--- src/rtl/bop_pkg.sv ---
// Shared types, constants and fixed-point helpers for the binomial option pricer.
// Used by the controller, the datapath and the top level; depends on nothing.
package bop_pkg;

  localparam logic [31:0] ONE_Q30 = 32'h4000_0000;
  localparam int StepW = 11;

  typedef enum logic [1:0] {
    ST_TREE    = 2'd0,
    ST_INVALID = 2'd1,
    ST_EXPIRY  = 2'd2
  } status_e;

  typedef enum logic [3:0] {
    OP_NONE,
    OP_LOAD,
    OP_PW_INIT,
    OP_PW_MUL,
    OP_PW_WR,
    OP_RD,
    OP_MUL1,
    OP_MUL2,
    OP_WR
  } op_e;

  typedef enum logic [3:0] {
    S_IDLE,
    S_CHECK,
    S_PW_MUL,
    S_PW_WR,
    S_PRE,
    S_RD,
    S_MUL1,
    S_MUL2,
    S_WR,
    S_FIN
  } state_e;

  typedef struct packed {
    op_e     op;
    logic    leaf;
    logic    first;
    logic    out_load;
    status_e out_sel;
  } cmd_t;

  typedef struct packed {
    logic             bad;
    logic             expiry;
    logic [StepW-1:0] steps;
  } stat_t;

  // Combines the two partial products of a 64 by 32 Q2.30 multiply, saturating.
  function automatic logic [63:0] mulq30_sat(input logic [63:0] hi_prod,
                                             input logic [63:0] lo_prod);
    logic [64:0] sum;
    sum = {1'b0, hi_prod[61:0], 2'b00} + {31'b0, lo_prod[63:30]};
    if (hi_prod > 64'h3FFF_FFFF_FFFF_FFFF) begin
      return '1;
    end
    if (sum[64]) begin
      return '1;
    end
    return sum[63:0];
  endfunction

  function automatic logic [31:0] sat32(input logic [63:0] v);
    if (v[63:32] != 32'd0) begin
      return '1;
    end
    return v[31:0];
  endfunction

  function automatic logic [31:0] payoff(input logic [31:0] s, input logic [31:0] k,
                                         input logic call);
    if (call) begin
      return (s > k) ? s - k : 32'd0;
    end
    return (k > s) ? k - s : 32'd0;
  endfunction

endpackage

--- src/rtl/bop_ctrl.sv ---
// Controller of the binomial option pricer: sequences the power chains,
// the leaf level and the backward induction. Depends on bop_pkg.
module bop_ctrl #(
  parameter int MAX_STEPS = 1024,
  parameter int AW        = $clog2(MAX_STEPS + 1)
) (
  input  logic           clk_i,
  input  logic           rst_ni,
  input  logic           in_valid_i,
  output logic           in_ready_o,
  output logic           out_valid_o,
  input  logic           out_ready_i,
  input  bop_pkg::stat_t stat_i,
  output bop_pkg::cmd_t  cmd_o,
  output logic [AW-1:0]  idx_o,
  output logic [AW-1:0]  lvl_o
);
  import bop_pkg::*;

  state_e        state_q, state_d;
  logic [AW-1:0] i_q, i_d, j_q, j_d;
  logic          leaf_q, leaf_d;
  status_e       sel_q, sel_d;
  logic          out_valid_q, out_valid_d;
  logic [AW+StepW-1:0] n_ext;
  logic [AW-1:0] n_cnt;

  assign n_ext = {{AW{1'b0}}, stat_i.steps};
  assign n_cnt = n_ext[AW-1:0];

  always_ff @(posedge clk_i or negedge rst_ni) begin
    if (!rst_ni) begin
      state_q     <= S_IDLE;
      i_q         <= '0;
      j_q         <= '0;
      leaf_q      <= 1'b0;
      sel_q       <= ST_TREE;
      out_valid_q <= 1'b0;
    end else begin
      state_q     <= state_d;
      i_q         <= i_d;
      j_q         <= j_d;
      leaf_q      <= leaf_d;
      sel_q       <= sel_d;
      out_valid_q <= out_valid_d;
    end
  end

  always_comb begin
    state_d      = state_q;
    i_d          = i_q;
    j_d          = j_q;
    leaf_d       = leaf_q;
    sel_d        = sel_q;
    out_valid_d  = out_valid_q && !out_ready_i;
    in_ready_o   = 1'b0;
    cmd_o.op       = OP_NONE;
    cmd_o.leaf     = leaf_q;
    cmd_o.first    = (i_q == '0);
    cmd_o.out_load = 1'b0;
    cmd_o.out_sel  = sel_q;
    case (state_q)
      S_IDLE: begin
        in_ready_o = 1'b1;
        if (in_valid_i) begin
          cmd_o.op = OP_LOAD;
          state_d  = S_CHECK;
        end
      end
      S_CHECK: begin
        if (stat_i.bad) begin
          sel_d   = ST_INVALID;
          state_d = S_FIN;
        end else if (stat_i.expiry) begin
          sel_d   = ST_EXPIRY;
          state_d = S_FIN;
        end else begin
          sel_d    = ST_TREE;
          cmd_o.op = OP_PW_INIT;
          i_d      = AW'(1);
          state_d  = S_PW_MUL;
        end
      end
      S_PW_MUL: begin
        cmd_o.op = OP_PW_MUL;
        state_d  = S_PW_WR;
      end
      S_PW_WR: begin
        cmd_o.op = OP_PW_WR;
        if (i_q == n_cnt) begin
          j_d     = n_cnt;
          i_d     = '0;
          leaf_d  = 1'b1;
          state_d = S_PRE;
        end else begin
          i_d     = i_q + AW'(1);
          state_d = S_PW_MUL;
        end
      end
      S_PRE: begin
        state_d = S_RD;
      end
      S_RD: begin
        cmd_o.op = OP_RD;
        state_d  = S_MUL1;
      end
      S_MUL1: begin
        cmd_o.op = OP_MUL1;
        state_d  = S_MUL2;
      end
      S_MUL2: begin
        cmd_o.op = OP_MUL2;
        state_d  = S_WR;
      end
      S_WR: begin
        cmd_o.op = OP_WR;
        if (i_q == j_q) begin
          if (j_q == '0) begin
            state_d = S_FIN;
          end else begin
            j_d     = j_q - AW'(1);
            i_d     = '0;
            leaf_d  = 1'b0;
            state_d = S_PRE;
          end
        end else begin
          i_d     = i_q + AW'(1);
          state_d = S_RD;
        end
      end
      S_FIN: begin
        if (!out_valid_q || out_ready_i) begin
          cmd_o.out_load = 1'b1;
          out_valid_d    = 1'b1;
          state_d        = S_IDLE;
        end
      end
      default: begin
        state_d = S_IDLE;
      end
    endcase
  end

  assign out_valid_o = out_valid_q;
  assign idx_o       = i_q;
  assign lvl_o       = j_q;

endmodule

--- config.mk ---
export PLATFORM = sky130hd
export DESIGN_NAME = bop_ctrl
export DESIGN_NICKNAME = d
export VERILOG_FILES = /design/src/rtl/bop_pkg.sv /design/src/rtl/bop_ctrl.sv
export SDC_FILE = /design/constraint.sdc
export NUM_CORES = 1
export LEC_CHECK = 0
export BUFFER_PORTS_ARGS = -buffer_cell sky130_fd_sc_hd__buf_4
export CORE_MARGIN = 5
export CORE_UTILIZATION = 28
export CTS_CLUSTER_DIAMETER = 30
export DETAILED_ROUTE_END_ITERATION = 8
export GPL_TIMING_DRIVEN = 0
export HOLD_SLACK_MARGIN = 0.03
export PLACE_DENSITY = 0.49
export SLEW_MARGIN = 20
export SYNTH_ARGS = -nofsm -noshare
export SYNTH_HDL_FRONTEND = slang
export SYNTH_SLANG_ARGS = --single-unit
--- constraint.sdc ---
create_clock -name clk_i -period 1.9 [get_ports clk_i]
set_input_delay 0.285 -clock clk_i [delete_from_list [all_inputs] [get_ports clk_i]]
set_output_delay 0.285 -clock clk_i [all_outputs]
set_load 0.02 [all_outputs]
==> results of run 1 <==
[cell usage after synthesis, types with 5 or more instances]
| library cell | number | area (sq um) |
|---|---|---|
| a22o_1 | 5 | 43.8 |
| a31oi_1 | 5 | 31.3 |
| dfrtp_1 | 30 | 751 |
| nand3_1 | 9 | 45.0 |
| inv_1 | 15 | 56.3 |
| clkbuf_1 | 8 | 30.0 |
| nor2_1 | 14 | 52.6 |
| a21oi_1 | 27 | 135 |
| xor2_1 | 11 | 96.3 |
| nor3_1 | 6 | 30.0 |
| o21ai_0 | 16 | 80.1 |
| o22ai_1 | 6 | 37.5 |
| nor4_1 | 7 | 43.8 |
| nand2_1 | 26 | 97.6 |
| xnor2_1 | 12 | 105 |
| nand2b_1 | 6 | 37.5 |
| buf_2 | 9 | 45.0 |
| and3_1 | 7 | 43.8 |
[routing by layer]
metal,wire length (um),part of all wire,GRT usage,vias up
li1,-,-,-,1134
met1,3400,0.47,0.196,1147
met2,3530,0.48,0.225,62
met3,311,0.043,0.0337,5
met4,53,0.0073,0.0319,0
met5,0,0,0,-
[worst paths after layout]
check,from,to,slack [ps]
max in group asynchronous,rst_ni,idx_o[3],1120
max reg2reg,idx_o[2],idx_o[0],-230
max,idx_o[2],idx_o[0],-230
min in group asynchronous,rst_ni,lvl_o[8],460
min reg2reg,sel_q[0],sel_q[0],520
min,stat_i[12],sel_q[0],240
[metrics by stage]
step                      power (mW)  instance area, sq um
after floorplan                0.674                  2260
after global placement         0.726                  2750
after detailed placement       0.726                  2750
after CTS                       1.37                  3120
after global routing            1.41                  3460
final                           1.36                  3460
[logic make-up after synthesis]
family,synth area share
and+or+nand+nor,0.212
AOI/OAI and AO/OA,0.239
buffers and inverters,0.0775
DFF,0.349
xor gates and xnor gates,0.0938
adders and majority gates,0.0233
muxes,0.00524
[worst max-delay path, delay by kind of cell (launching register included)]
kind	cells	cell delay (ps)
XOR/XNOR	1	180
buffers and inverters	1	180
AND/OR/NAND/NOR	2	510
AO/OA/AOI/OAI	3	650
flip-flops	1	490
[state kept, by name, indices dropped and copies added, names as in the netlist]
signal and count:
out_valid_o 1, leaf_q 1, state_q 4, lvl_o 11, sel_q 2, idx_o 11
[where the power goes]
part	internal (mW)	switching [mW]	total, mW
Sequential	0.638	0.00000590	0.638
Clock	0.366	0.266	0.632
Combinational	0.0467	0.0452	0.0919
Total	1.05	0.311	1.36
[timing repair]
action                     4_1_cts  5_1_grt
cloned                           1        3
setup endpoints to repair       27       31
setup buffers                   21       22
pin swaps                       12       19
hold endpoints to repair        30        0
hold buffers                     1        0
gates resized for setup         33       47
[final cells by class]
type,count,area (sq um),share of cell area
buffer,12,114,0.0329
clock buffer,8,110,0.0318
inverter,16,65.1,0.0188
multi-input combinational,198,1520,0.440
sequential,30,767,0.221
tap,102,128,0.0368
timing repair buffer,95,757,0.219
==> impl_metrics.toml, run 1 <==
[outcome]
outcome = "complete, but fails checks"
violations = "setup timing"

[synth]
synth_warnings = 0
synth_cell_types = 43
synth_edf_count = 0
synthArstFlopShare = 1.00
netlist_area_sq_mm = 0.00215
ys_seq_area_frac = 0.349
synth_flop_cell = "dfrtp_1"
syn_avg_cell_area_sq_um = 8.14
synth.net_count = 285
synthCells = 264
ys_seq_elements = 30

[setup_path]
path_cells = "xor2_1 > nor4_2 > nand3_2 > buf_6 > o31a_1 > a32oi_1 > o21ai_1"
crit_slowest_cell = "dfrtp_2"
cp-end-kind = "flip-flop"
critPathRequiredTime_ps = 2070
cp.arrival_ps = 2300
r2r_cells = 7
critPathKind = "reg -> reg"
critPathLaunchType = "flip-flop"
cp_max_fo = 8
cpPeakStageDelay_ps = 490

[hold_path]
hold_class = "in -> reg"
whs_path_depth = 2

[global_routing]
antenna_found_initial = 0
grt_max_degree = 31
grt_pass1_wl_um = 11000
first_global_vias = 2159
grt_use_total = 0.142
grt-ovfl-total = 0

[die]
die-area_sq_mm = 0.00952
die_height_um = 97.6
rows = 32
initial_utilization = 0.282
core_area_sq_mm = 0.00761
io-pin-count = 50
die_x_um = 97.6

[layout]
mostFrequentLayoutCells = "buf_4 (86), nand2_1 (24), a21oi_2 (18), dfrtp_1 (17), inv_1 (15)"
drive_gt1_frac = 0.499
nets = 379
final_cell_count_no_fill = 461
layout_commonest_cell = "buf_4"
area.growth.synth_to_final_pct = 61.2
final_util = 0.455
final.fill_count = 773
diodes = 0

[timing]
max_freq_ghz = 0.471
worstMarginPinSlew_ps = 553
clock_skew_ps = 2.77
timing.final.crit_share = 1.12
hold_viol_final = 0
holdWs_ps = 245
slew_headroom = 0.632
tns_ps = -4050
setup_slack_ps = -225
period_needed_ps = 2130
slew_violations = 0
rsz0062_at_grt = "yes"
finalSetupViolCount = 25

[detailed_routing]
wl_per_cell_um = 15.8
dr_total_vias = 2348
ant_nets = 0
firstDrtPassIters = 4
wl_um = 7300
vias_per_cell = 5.09
initialDrtViolationCount = 92
drc_errors = 0

[place]
dpl.cell_count = 415
io_buffer_count = 49
dp_slack_ps = -392
dpl.hpwl_um = 4790
gp_congestion = 0.789

[cts]
h-tree-depth = 2
clk_path_buf_depth = 2
cts_tree = "done"
numCtsBuffers = 5
clkLatencyLatePin_ps = 290
clock-sinks = 30
path_clk_slew_ps = 70
cts_root_buf = "clkbuf_8"

[pwr]
leakage_nw = 1.54
powerDensity_mw_per_mm2 = 393
ir_worst_vdd_v = 0.000258

[run]
maxCapViolations = 0
No activity file was read; power rests on OpenSTA's default activity.
==> run 2, diff against run 1 <==
- CELL_PAD_IN_SITES_DETAIL_PLACEMENT: default -> 0
- CELL_PAD_IN_SITES_GLOBAL_PLACEMENT: default -> 1
- MAX_ROUTING_LAYER: default -> met4
- PLACE_DENSITY: 0.49 -> 0.62
==> impl_metrics.toml, run 2 (synthesis gave the netlist of run 1 again) <==
[global_routing]
grt-ovfl-total = 0
grt_use_met2 = 0.230
grt_max_degree = 31
antenna_found_initial = 0
grt-busiest-layer = "met2"
grt_util_met1 = 0.202
grt_pass1_wl_um = 11400
grt_use_total = 0.151
grt_use_met3 = 0.0302
first_global_vias = 2262

[setup_path]
r2r_slack_ps = -230
critPathRequiredTime_ps = 2110
r2r_cells = 8
crit_end = "lvl_o[6]"
worstReg2RegStart = "state_q[0]"
critPathKind = "reg -> reg"
cp-startpoint = "state_q[0]"
cp.arrival_ps = 2340
r2r-end = "lvl_o[6]"
cp_max_fo = 5
cp-end-kind = "flip-flop"
critPathLaunchType = "flip-flop"

[cts]
clock-sinks = 30
cts_tree = "done"
clk_path_buf_depth = 2
path_clk_slew_ps = 80
cts_root_buf = "clkbuf_8"
h-tree-depth = 2
clkLatencyLatePin_ps = 290
numCtsBuffers = 5

[die]
die_x_um = 97.6
core_area_sq_mm = 0.00761
die-area_sq_mm = 0.00952
die_height_um = 97.6
io-pin-count = 50
rows = 32
initial_utilization = 0.282

[detailed_routing]
initialDrtViolationCount = 82
wl_um = 7200
dr_total_vias = 2232
vias_per_cell = 4.94
wl_per_cell_um = 15.9
firstDrtPassIters = 4
drc_errors = 0
ant_nets = 0

[timing]
hold_viol_final = 0
setup_slack_ps = -228
finalSetupViolCount = 23
max_freq_ghz = 0.470
period_needed_ps = 2130
slew_headroom = 0.619
timing.final.crit_share = 1.12
slew_violations = 0
worstMarginPinSlew_ps = 571
clock_skew_ps = 10.9
rsz0062_at_grt = "yes"

[layout]
area.growth.synth_to_final_pct = 59.1
drive_gt1_frac = 0.491
diodes = 0
final_util = 0.449
nets = 370
mostFrequentLayoutCells = "buf_4 (78), nand2_1 (24)"
final_cell_count_no_fill = 452
layout_commonest_cell = "buf_4"

[run]
maxCapViolations = 0

[outcome]
outcome = "complete, but fails checks"
violations = "setup timing"

[place]
io_buffer_count = 49
dpl.cell_count = 415
dp_slack_ps = -416
gp_congestion = 0.757
dpl.hpwl_um = 4850

[pwr]
leakage_nw = 1.47
ir_worst_vdd_v = 0.000194
powerDensity_mw_per_mm2 = 399

[hold_path]
hold_class = "in -> reg"
[run 2: cell count changes in the layout (fill, tap and decap cells not counted), sizes merged]
cell	change
buf	-6
clkbuf	-2
o2bb2ai	-1
[run 2: worst max-delay path, cell delays in order, from the launching register on]
cell,delay [ps]
dfrtp_1,390
nand2_2,70
or3_4,340
or4_4,570
a22oi_4,260
buf_12,140
buf_8,110
a21oi_2,50
a21oi_1,110
[run 2: layout make-up]
cell class	count	area (sq um)
sequential	30	769
multi-input combinational	197	1530
buffer	13	120
tap	102	128
clock buffer	8	110
timing repair buffer	86	699
fill	774	4190
inverter	16	65.1
[run 2: how the worst min path moves through the flow]
stage / from / to / slack [ps] / cells after the start
3_3_place_gp: rst_ni / lvl_o[6] / 260 / 1
3_5_place_dp: rst_ni / lvl_o[6] / 260 / 1
6_report: stat_i[12] / sel_q[0] / 250 / 2
4_1_cts: stat_i[12] / sel_q[0] / 240 / 2
2_1_floorplan: rst_ni / idx_o[0] / -10 / 0
5_1_grt: stat_i[12] / sel_q[0] / 240 / 2
[run 2: through the flow]
step	TNS, ps	instance area, sq um	power (mW)	hold slack [ps]
CTS	-3910	3190	1.38	240
global placement	-5580	2750	0.728	261
global route	-5670	3420	1.42	245
floorplan	-1470	2260	0.674	-10.6
detailed placement	-6100	2750	0.727	261
finish	-3650	3420	1.36	250
[run 2: timing repair]
| item | 4_1_cts | 5_1_grt |
|---|---|---|
| resized for setup | 32 | 42 |
| pin swaps | 15 | 17 |
| hold buffers | 1 | 0 |
| buffers inserted | 22 | 14 |
| hold endpoints to repair | 30 | 0 |
| setup endpoints to repair | 27 | 31 |
| cloned | 1 | 0 |
[run 2: per-layer routing]
| metal | vias up | part of all wire |
|---|---|---|
| li1 | 1103 | - |
| met1 | 1072 | 0.49 |
| met2 | 49 | 0.46 |
| met3 | 8 | 0.035 |
| met4 | 0 | 0.014 |
| met5 | - | 0 |
[run 2: where the power goes]
part	leakage (nW)	switching (mW)	internal (mW)	total [mW]
Clock	0.0575	0.272	0.366	0.638
Sequential	0.356	0.00000558	0.638	0.638
Combinational	1.06	0.0438	0.0435	0.0873
